[src/rtl/mclc_pkg.sv]
`timescale 1ns / 1ps
// ----------------------------------------------------------------------------
// MESI coherence line controller package
// Shared types, state and action codes, and table sizing for the controller.
// ----------------------------------------------------------------------------
package mclc_pkg;

  // Number of lines in the state table; a power of two, so the line index
  // wraps by dropping its upper bits.
  localparam int NUM_LINES  = 1024;
  localparam int LINE_IDX_W = $clog2(NUM_LINES);

  // Request codes.
  typedef enum logic [3:0] {
    REQ_RD_MISS    = 4'd0,
    REQ_WRITE      = 4'd1,
    REQ_MAKE_DIRTY = 4'd2,
    REQ_PREINVAL   = 4'd3,
    REQ_SNP_RD     = 4'd4,
    REQ_SNP_WR     = 4'd5,
    REQ_SNP_INV    = 4'd6,
    REQ_RD_ACK     = 4'd7,
    REQ_WR_ACK     = 4'd8,
    REQ_INV_ACK    = 4'd9
  } req_e_t;

  // Line states, stable and transient.
  typedef enum logic [3:0] {
    ST_I      = 4'd0,
    ST_S      = 4'd1,
    ST_E      = 4'd2,
    ST_M      = 4'd3,
    ST_RSV    = 4'd4,
    ST_RD     = 4'd5,
    ST_RD_MEM = 4'd6,
    ST_WR     = 4'd7,
    ST_WR_MEM = 4'd8,
    ST_INV    = 4'd9,
    ST_INV_D  = 4'd10
  } line_st_e_t;

  // Response state codes carried by snoops and acks.
  typedef enum logic [1:0] {
    RESP_I = 2'd0,
    RESP_S = 2'd1,
    RESP_E = 2'd2,
    RESP_M = 2'd3
  } resp_e_t;

  // Bus actions.
  typedef enum logic [2:0] {
    ACT_NONE     = 3'd0,
    ACT_RD_MISS  = 3'd1,
    ACT_WR_MISS  = 3'd2,
    ACT_INVAL    = 3'd3,
    ACT_ACK      = 3'd4,
    ACT_RESEND   = 3'd5,
    ACT_CONCLUDE = 3'd6
  } act_e_t;

  // One request item.
  typedef struct packed {
    logic [3:0] req_type;
    logic [9:0] line_index;
    logic [1:0] resp_state;
    logic       resp_found;
  } in_item_t;

  // One result item.
  typedef struct packed {
    logic [2:0] action;
    logic [3:0] new_state;
    logic [1:0] merged_state;
    logic       merged_found;
    logic       is_supplier;
    logic       write_down;
    logic       illegal;
  } out_item_t;

  // Commands from the controller to the datapath.
  typedef struct packed {
    logic clear;   // write invalid at the sweep address and advance it
    logic load;    // capture the request and read its line state
    logic exec;    // apply the transition, write back and present the result
  } dp_cmd_t;

  // Status from the datapath to the controller.
  typedef struct packed {
    logic clr_last;  // sweep address is at the last line
  } dp_stat_t;

endpackage

[src/rtl/mesi_coherence_line_controller.sv]
`timescale 1ns / 1ps
// ----------------------------------------------------------------------------
// MESI coherence line controller
// Per-line MESI state with transient states, kept in a directly indexed table.
// ----------------------------------------------------------------------------
// Usage:
//   Request channel: drive in_item and raise start; the item is taken at a
//   clock edge where start is high and busy is low.
//   Result channel: out_valid is high for exactly one cycle with out_item;
//   the receiver cannot stall and must take it in that cycle.
//   Timing: the accepting edge reads the line state into a register; the
//   next edge writes the updated state back and loads the result register
//   that drives out_valid and out_item.
//   Items are taken one at a time: busy is high in the cycle after
//   acceptance, while the transition is executed and written back.
//   Reset: rst_n is synchronous, active low. After reset the table is swept
//   to invalid, one line per cycle, through all NUM_LINES (1024) lines;
//   busy stays high during the sweep and no item is taken.
//   A new item may be accepted at the edge that ends the cycle in which the
//   previous result is shown, and it sees that result's state write.
// ----------------------------------------------------------------------------
module mesi_coherence_line_controller
  import mclc_pkg::*;
(
  input  logic      clk,
  input  logic      rst_n,
  input  logic      start,
  output logic      busy,
  input  in_item_t  in_item,
  output logic      out_valid,
  output out_item_t out_item
);

  dp_cmd_t  cmd;
  dp_stat_t stat;

  // Sequencer.
  mclc_ctrl u_ctrl (
    .clk   (clk),
    .rst_n (rst_n),
    .start (start),
    .busy  (busy),
    .stat  (stat),
    .cmd   (cmd)
  );

  // Table and transition datapath.
  mclc_dp u_dp (
    .clk       (clk),
    .rst_n     (rst_n),
    .cmd       (cmd),
    .stat      (stat),
    .in_item   (in_item),
    .out_valid (out_valid),
    .out_item  (out_item)
  );

endmodule

[src/rtl/mclc_ctrl.sv]
`timescale 1ns / 1ps
// ----------------------------------------------------------------------------
// MESI line controller sequencer
// Runs the table clearing sweep after reset, then steps each item through a
// load step that reads its line state and an execute step.
// ----------------------------------------------------------------------------
module mclc_ctrl
  import mclc_pkg::*;
(
  input  logic     clk,
  input  logic     rst_n,
  input  logic     start,
  output logic     busy,
  input  dp_stat_t stat,
  output dp_cmd_t  cmd
);

  typedef enum logic [1:0] {
    CS_CLEAR,
    CS_IDLE,
    CS_EXEC
  } ctrl_st_t;

  ctrl_st_t state_r, state_nxt;
  logic     busy_r, busy_nxt;

  // Next state and commands.
  always_comb begin
    state_nxt = state_r;
    cmd       = '0;
    case (state_r)
      CS_CLEAR: begin
        cmd.clear = 1'b1;
        if (stat.clr_last) begin
          state_nxt = CS_IDLE;
        end
      end
      CS_IDLE: begin
        if (start) begin
          cmd.load  = 1'b1;
          state_nxt = CS_EXEC;
        end
      end
      CS_EXEC: begin
        cmd.exec  = 1'b1;
        state_nxt = CS_IDLE;
      end
      default: begin
        state_nxt = CS_IDLE;
      end
    endcase
    busy_nxt = (state_nxt != CS_IDLE);
  end

  // State and the registered busy flag.
  always_ff @(posedge clk) begin
    if (!rst_n) begin
      state_r <= CS_CLEAR;
      busy_r  <= 1'b1;
    end else begin
      state_r <= state_nxt;
      busy_r  <= busy_nxt;
    end
  end

  assign busy = busy_r;

endmodule

[src/rtl/mclc_dp.sv]
`timescale 1ns / 1ps
// ----------------------------------------------------------------------------
// MESI line controller datapath
// Holds the line state table, the captured request, the transition logic and
// the result register.
// ----------------------------------------------------------------------------
module mclc_dp
  import mclc_pkg::*;
(
  input  logic      clk,
  input  logic      rst_n,
  input  dp_cmd_t   cmd,
  output dp_stat_t  stat,
  input  in_item_t  in_item,
  output logic      out_valid,
  output out_item_t out_item
);

  logic [3:0]            line_mem [NUM_LINES];
  logic [LINE_IDX_W-1:0] clr_cnt_r;
  logic [3:0]            cur_r;
  in_item_t              req_r;
  logic [LINE_IDX_W-1:0] req_idx;
  out_item_t             res_nxt;
  out_item_t             res_r;
  logic                  out_valid_r;

  // Transition results.
  logic [3:0] nxt;
  logic [2:0] act;
  logic [1:0] mst;
  logic       mfound;
  logic       sup;
  logic       wd;
  logic       bad;
  logic       stable;

  assign req_idx       = req_r.line_index[LINE_IDX_W-1:0];
  assign stat.clr_last = (clr_cnt_r == LINE_IDX_W'(NUM_LINES - 1));

  // Sweep address for the clearing pass after reset.
  always_ff @(posedge clk) begin
    if (!rst_n) begin
      clr_cnt_r <= '0;
    end else if (cmd.clear) begin
      clr_cnt_r <= clr_cnt_r + 1'b1;
    end
  end

  // State table: one write port (sweep or write-back), one registered read.
  always_ff @(posedge clk) begin
    if (cmd.clear) begin
      line_mem[clr_cnt_r] <= ST_I;
    end else if (cmd.exec) begin
      line_mem[req_idx] <= nxt;
    end
    if (cmd.load) begin
      cur_r <= line_mem[in_item.line_index[LINE_IDX_W-1:0]];
      req_r <= in_item;
    end
  end

  // Protocol transition for the captured request.
  always_comb begin
    nxt    = cur_r;
    act    = ACT_NONE;
    mst    = RESP_I;
    mfound = 1'b0;
    sup    = 1'b0;
    wd     = 1'b0;
    bad    = 1'b0;
    stable = (cur_r inside {ST_S, ST_E, ST_M});
    case (req_r.req_type)
      REQ_RD_MISS: begin
        if (cur_r == ST_I) begin
          nxt = ST_RD;
          act = ACT_RD_MISS;
        end else begin
          bad = 1'b1;
        end
      end
      REQ_WRITE: begin
        if (cur_r == ST_S) begin
          nxt = ST_WR;
          act = ACT_INVAL;
        end else if (cur_r == ST_I) begin
          nxt = ST_WR;
          act = ACT_WR_MISS;
        end else begin
          bad = 1'b1;
        end
      end
      REQ_MAKE_DIRTY: begin
        if (stable) begin
          nxt = ST_M;
        end else begin
          bad = 1'b1;
        end
      end
      REQ_PREINVAL: begin
        if (cur_r == ST_M) begin
          nxt = ST_INV_D;
        end else if (cur_r == ST_S || cur_r == ST_E) begin
          nxt = ST_INV;
        end else begin
          bad = 1'b1;
        end
      end
      REQ_SNP_RD, REQ_SNP_WR, REQ_SNP_INV: begin
        // Snoops merge the local state into the response when it is stable.
        mst    = req_r.resp_state;
        mfound = req_r.resp_found;
        act    = ACT_ACK;
        if (stable) begin
          if (cur_r == ST_S) begin
            if (!req_r.resp_found) begin
              mfound = 1'b1;
              sup    = 1'b1;
              mst    = RESP_S;
            end
          end else begin
            mfound = 1'b1;
            sup    = 1'b1;
            mst    = cur_r[1:0];
            wd     = (cur_r == ST_M);
          end
          nxt = (req_r.req_type == REQ_SNP_RD) ? ST_S : ST_I;
        end
      end
      REQ_RD_ACK: begin
        if (req_r.resp_state == RESP_I && cur_r == ST_RD) begin
          nxt = ST_RD_MEM;
          act = ACT_RESEND;
        end else if (req_r.resp_state == RESP_I && cur_r == ST_RD_MEM) begin
          nxt = ST_E;
          act = ACT_CONCLUDE;
        end else if (req_r.resp_state != RESP_I && cur_r == ST_RD) begin
          nxt = ST_S;
          act = ACT_CONCLUDE;
        end else begin
          bad = 1'b1;
        end
      end
      REQ_WR_ACK: begin
        if (req_r.resp_state == RESP_I && cur_r == ST_WR) begin
          nxt = ST_WR_MEM;
          act = ACT_RESEND;
        end else if (cur_r == ST_WR || cur_r == ST_WR_MEM) begin
          nxt = ST_M;
          act = ACT_CONCLUDE;
        end else begin
          bad = 1'b1;
        end
      end
      REQ_INV_ACK: begin
        if (cur_r == ST_WR) begin
          nxt = ST_M;
          act = ACT_CONCLUDE;
        end else begin
          bad = 1'b1;
        end
      end
      default: begin
        bad = 1'b1;
      end
    endcase
    // An illegal request keeps the state and issues nothing.
    if (bad) begin
      nxt = cur_r;
      act = ACT_NONE;
    end
    res_nxt.action       = act;
    res_nxt.new_state    = nxt;
    res_nxt.merged_state = mst;
    res_nxt.merged_found = mfound;
    res_nxt.is_supplier  = sup;
    res_nxt.write_down   = wd;
    res_nxt.illegal      = bad;
  end

  // Result register and its strobe.
  always_ff @(posedge clk) begin
    if (!rst_n) begin
      out_valid_r <= 1'b0;
    end else begin
      out_valid_r <= cmd.exec;
    end
    if (cmd.exec) begin
      res_r <= res_nxt;
    end
  end

  assign out_valid = out_valid_r;
  assign out_item  = res_r;

endmodule

[config.mk]
export PLATFORM = sky130hd
export DESIGN_NAME = mesi_coherence_line_controller
export DESIGN_NICKNAME = d
export VERILOG_FILES = /design/src/rtl/mclc_pkg.sv /design/src/rtl/mesi_coherence_line_controller.sv /design/src/rtl/mclc_ctrl.sv /design/src/rtl/mclc_dp.sv
export SDC_FILE = /design/constraint.sdc
export NUM_CORES = 2
export LEC_CHECK = 0
export BUFFER_PORTS_ARGS = -buffer_cell sky130_fd_sc_hd__buf_4
export CAP_MARGIN = 20
export CORE_MARGIN = 1.5
export CORE_UTILIZATION = 50
export CTS_CLUSTER_DIAMETER = 100
export DETAILED_ROUTE_END_ITERATION = 10
export PLACE_DENSITY_LB_ADDON = 0.12
export SYNTH_ARGS = -nofsm -noshare
export SYNTH_HDL_FRONTEND = slang
export SYNTH_SLANG_ARGS = --single-unit
[constraint.sdc]
create_clock -name clk -period 51.8 [get_ports clk]
set_input_delay 0 -clock clk [delete_from_list [all_inputs] [get_ports clk]]
set_output_delay 0 -clock clk [all_outputs]
set_load 0.1 [all_outputs]
# Word level (Yosys, flattened, before mapping)

Memory sizes are Yosys's and may differ from the RTL's. A register that Yosys moved wholly into a read port is not among the register bits.
Index checks and enable logic that the tools add are counted.

Flip-flop bits (word level): 44
Bits in writable memories: 4,096
Memories kept: 1

Add/sub/neg operators: 1
Eq/ne operators: 20
Muxes and demuxes: 59
Bitwise logic cells: 2
Reductions and logical operators: 16

Memory list:

| memory        | depth | bits a word | read ports | clocked after memory_dff | write ports | line          | RTL |
|---|---|---|---|---|---|---|---|
| u_dp.line_mem | 1,024 | 4           | 1          | 1                        | 1           | mclc_dp.sv:19 | `logic [3:0] line_mem [NUM_LINES];` |

Operators by type and width:

| operator                                       | number |
|---|---|
| two-way mux 4 bit                              | 15 |
| case mux 4 bit (8 select lines)                | 1 |
| == test 4 x 3 -> 1 bit (second input constant) | 7 |
| two-way mux 1 bit                              | 26 |
| two-way mux 3 bit                              | 7 |
| case mux 3 bit (6 select lines)                | 1 |
| == test 4 x 2 -> 1 bit (second input constant) | 4 |
| == test 4 bit (second input constant)          | 3 |
| two-way mux 2 bit                              | 6 |
| adder 10 x 1 -> 10 bit (second input constant) | 1 |
| == test 10 bit (second input constant)         | 1 |
| two-way mux 10 bit                             | 1 |
| == test 4 x 1 -> 1 bit (second input constant) | 2 |
| logical NOT 4 bit                              | 2 |
| case mux 1 bit (8 select lines)                | 1 |
| OR reduction 3 bit                             | 2 |
| logical AND 1 bit                              | 4 |
| logical NOT 2 bit                              | 2 |
| case mux 2 bit (2 select lines)                | 1 |
| OR reduction 4 bit                             | 1 |
| nonzero test 3 bit                             | 1 |
| == test 2 x 1 -> 1 bit (second input constant) | 1 |
| == test 2 bit (second input constant)          | 1 |
| logical OR 1 bit                               | 2 |
| 4 further kinds                                | 5 |

# Logic depth before layout (Yosys ltp)

Word-level depth: 8
Mapped depth: 16
Mapped depth without buffers: 8

# Hierarchy

Synthesis repeated with hierarchy kept, for this count alone.

Cell total of the unflattened synthesis: 8,582
Area total of the unflattened synthesis: 164,451.5 um^2

By module, submodules not included:

| module    | times used | cells each | area an instance (um^2) |
|---|---|---|---|
| mclc_dp   | 1          | 8,570      | 164,333.9 |
| mclc_ctrl | 1          | 12         | 117.6 |

# Worst setup path before layout

OpenSTA, ideal clock, no wires.

Path type: reg-to-reg
From: register u_dp.cur_r[3], read port of u_dp.line_mem
To: memory u_dp.line_mem[0][1] (data pin)
Library setup time: 2.866 ns
Arrival time: 14.617 ns
Data required time: 48.934 ns
Path slack: 34.317 ns
Cell stages (with the launch flop): 10
Buffers on the path: 1
Period minus slack after synthesis: 17.483 ns
Path through: edfxtp_1 -> clkbuf_1 -> nor2b_1 -> nand3_1 -> or3b_2 -> and2_1 -> a211oi_1 -> o21ai_0 -> a31oi_1 -> and2_1

Cells in the longest elaborated chain, start to end: 8

Ends and longest elaborated chain:

| element                                                                            | line                           | RTL |
|---|---|---|
| start, declared                                                                    | mclc_dp.sv:21                  | `logic [3:0] cur_r;` |
| == test 4 x 3 -> 1 bit                                                             | mclc_dp.sv:131, mclc_dp.sv:137 |  |
| logical AND 1 bit                                                                  | mclc_dp.sv:137                 | `end else if (req_r.resp_state != RESP_I && cur_r == ST_RD) begin` |
| two-way mux 4 bit or two-way mux 1 bit (tied branches)                             | mclc_dp.sv:137                 |  |
| two-way mux 4 bit or two-way mux 1 bit (tied branches)                             | mclc_dp.sv:134                 | `end else if (req_r.resp_state == RESP_I && cur_r == ST_RD_MEM) begin` |
| two-way mux 4 bit or two-way mux 1 bit (tied branches)                             | mclc_dp.sv:131                 | `if (req_r.resp_state == RESP_I && cur_r == ST_RD) begin` |
| case mux 4 bit (8 select lines) or case mux 1 bit (8 select lines) (tied branches) | mclc_dp.sv:73                  | `case (req_r.req_type)` |
| two-way mux 4 bit (*)                                                              | mclc_dp.sv:168                 | `if (bad) begin` |
| via u_dp.nxt[1]                                                                    | mclc_dp.sv:29                  | `logic [3:0] nxt;` |
| two-way mux 4 bit (no line) (*)                                                    | n/a                            |  |
| end, declared                                                                      | mclc_dp.sv:19                  |  |

The timed path passes the listed nets; every way through them passes the cells marked *.

# Final worst setup path

From: register u_dp.cur_r[1], read port of u_dp.line_mem
To: memory u_dp.line_mem[498][1] (data pin)

The elaborated chain is that of the path after synthesis.

==> metrics.md <==
| Metric | Value |
|---|---|
| Hold-fix buffers, CTS | 28 |
| Commonest cells after routing, fill and taps aside | edfxtp_1 (4130), nor2_1 (1163), mux4_2 (844), mux2i_1 (426), clkbuf_16 (422) |
| Crit path launch type | flip-flop |
| Finished Core Util | 55.77% |
| Avg Synthesized Cell Area | 19.19 sq um |
| Synth warn | 0 |
| Relative slew margins | 17.03% |
| RePlAce Congestion | 0.8541 |
| Root buf cell | clkbuf_16 |
| Postcts setup bufs | 0 |
| RSZ-0062 raised after global routing | no |
| Hold WC Path Type | in -> reg |
| IO Port Bufs | 34 |
| Synth top area share | 75.05% |
| Clk slew on worst S/H paths | 70 ps |
| Nets | 8764 |
| Seq cells post-synth | 4144 |
| Worst Path Max Fanout | 206 |
| WP buf/inv | 4 |
| Vias | 88060 |
| Post-synth EDFFs | 4130 |
| Initial antenna violation count | 41 |
| Top cells by area, synth | edfxtp_1 (75%), mux4_2 (12%), nor2_1 (2.7%) |
| CP max stage cell | edfxtp_1 |
| Crit-path most repeated cell | buf_4 |
| Row cnt | 210 |
| CP Class | reg -> reg |
| DR pass1 iterations | 6 |
| Synth area leader | edfxtp_1 |
| Mean routed wirelength per cell | 36.46 microns |
| Post-synthesis instance area | 165300 sq um |
| Most common cell after layout, fill and taps aside | edfxtp_1 |
| CP required | 52390 ps |
| Max-slew violation count | 0 |
| Ys async rst share | 0% |
| Die Ht | 577.9 microns |
| Status | finished clean |
| WHS | 72.66 ps |
| Layout cells sized above 1 | 19.95% |
| Leak | 46.88 nW |
| Most used DFF post-synth | edfxtp_1 |
| Final Hold Fails | 0 |
| Worst-path cell chain | nor4b_1 -> o21ai_0 -> and3_1 -> o31ai_1 -> o2111a_1 -> nor2_1 -> a31oi_1 -> and2_4 -> buf_4 -> buf_4 -> buf_12 -> buf_4 |
| Crit end category | flip-flop |
| Final setup TNS | 0 ps |
| Clk buf depth | 4 |
| Antenna violation net count after detailed routing | 0 |
| Gr usage total | 29.31% |
| Post-synth cell types | 94 |
| Final Skew | 68.54 ps |
| Min Tclk post-route | 7248 ps |
| Total gr overflow | 0 |
| Routed WL | 490600 microns |
| DRC | 0 |
| Number of global-route vias before repair | 86980 |
| Worst-skew pair later-pin latency | 1000 ps |
| Largest delay contributor family on the critical path | buffers and inverters |
| Die Wd | 577.9 microns |
| Initial Util | 50.35% |
| Post-CTS Resized | 0 |
| Setup Viol. Count Final | 0 |
| Area grow syn2layout | 10.74% |
| Inserted Clock Buffers | 417 |
| Clock sink count | 4144 |
| Least-Margin Pin Slew | 1239 ps |
| Max-Cap Viols | 0 |
| Synth Net Count | 8632 |
| First-pass GRT wire length | 682600 microns |
| Post-synthesis sequential area ratio | 75.22% |
| Fill count | 24740 |
| Iteration-0 DRC Markers | 11640 |
| Fmax | 0.1380 GHz |
| Crit share post-route | 13.99% |
| CTS tree | built |
| Core Box Area | 328200 sq um |
| Die area | 334000 sq um |
| H-tree depth | 5 |
| VDD IR max | 0.00002675 V |
| Via density per instance | 6.545 |
| Largest net degree at the start of global routing | 228 |
| DP Wirelength | 288600 microns |
| CP max stage delay | 940 ps |
| Post-Syn Instances | 8611 |
| PwrDens | 37.05 nW/um^2 |
| CP Data Arrival Time | 7840 ps |
| Ports | 35 |
-- area by class of cell --
class / instances / area (sq um) / share of cell area, %
Clock buffer: 518 / 10920 / 5.967
Timing Repair Buffer: 317 / 2749 / 1.502
Inverter: 17 / 75.07 / 0.04102
Multi-Input combinational cell: 3846 / 37370 / 20.42
Antenna cell: 21 / 52.55 / 0.02871
Clock inverter: 245 / 2103 / 1.149
Sequential cell: 4144 / 124300 / 67.92
Tap cell: 4346 / 5438 / 2.971
-- sequential cells by signal, indices dropped and copies added (netlist names) --
signal / cells
u_ctrl.state_r: 2
u_dp.req_idx: 10
u_dp.out_item: 13
u_dp.clr_cnt_r: 10
u_ctrl.busy: 1
u_dp.line_mem: 4096
u_dp.out_valid: 1
u_dp.req_r: 7
u_dp.cur_r: 4
-- power breakdown --
group,internal [mW],total [mW],switching (mW)
combinational,0.0647,0.223,0.158
sequential,3.63,3.63,0.000683
clock,1.66,2.92,1.27
total,5.35,6.78,1.43
-- final timing paths --
check | to | cells past startpoint | startpoint | slack, ps
min | u_dp.req_idx[0] | 2 | in_item[3] | 70
max | u_dp.line_mem[498][1] | 12 | u_dp.cur_r[1] | 44550
max reg2reg | u_dp.line_mem[498][1] | 12 | u_dp.cur_r[1] | 44550
min reg2reg | u_dp.clr_cnt_r[1] | 2 | u_ctrl.state_r[1] | 610
-- per-layer routing --
metal / up-vias / wire length [microns] / global-route usage [%]
met5: - / 178 / 0
met4: 26 / 21440 / 11.52
met3: 905 / 47210 / 5.902
met2: 4756 / 231100 / 46.14
met1: 47040 / 190600 / 40.62
li1: 35330 / - / -
-- synthesized netlist by cell type (all sizes together) (14+ instances only) --
library cell and n:
edfxtp 4130, nor2 1169, mux4 862, mux2i 426, buf 379, clkbuf 224, nand2 209, a21oi 130
a22oi 114, o22ai 108, o221ai 102, nor3 100, o21ai 89, nand3 45, nor4 44, a211oi 37
a221oi 32, or2 28, nor2b 27, and2 24, nand4 24, a31oi 22, a22o 20, o211ai 19
a2111oi 18, and3 17, o31ai 16, inv 15, dfxtp 14
-- stage by stage --
step	total power, mW	setup WS (ps)	instances	area [sq um]
final	6.780	44550	13450	183000
after global routing	6.930	44070	13440	183000
after CTS	6.802	44700	13430	182900
after detailed placement	3.923	44770	12640	169600
after global placement	3.922	44670	12620	169400
after floorplan	3.835	34320	8611	165300
-- logic make-up after synthesis --
logic type                 Yosys count  synth area share [%]
DFF                               4144                 75.22
and+or+nand+nor                   1761                 4.543
muxes                             1299                 14.44
AOI/OAI and AO/OA                  775                 3.295
buffers and inverters              621                 2.440
xor gates and xnor gates            10               0.05300
adders and majority gates            1              0.007570
Power figures use the tool's default switching activity.
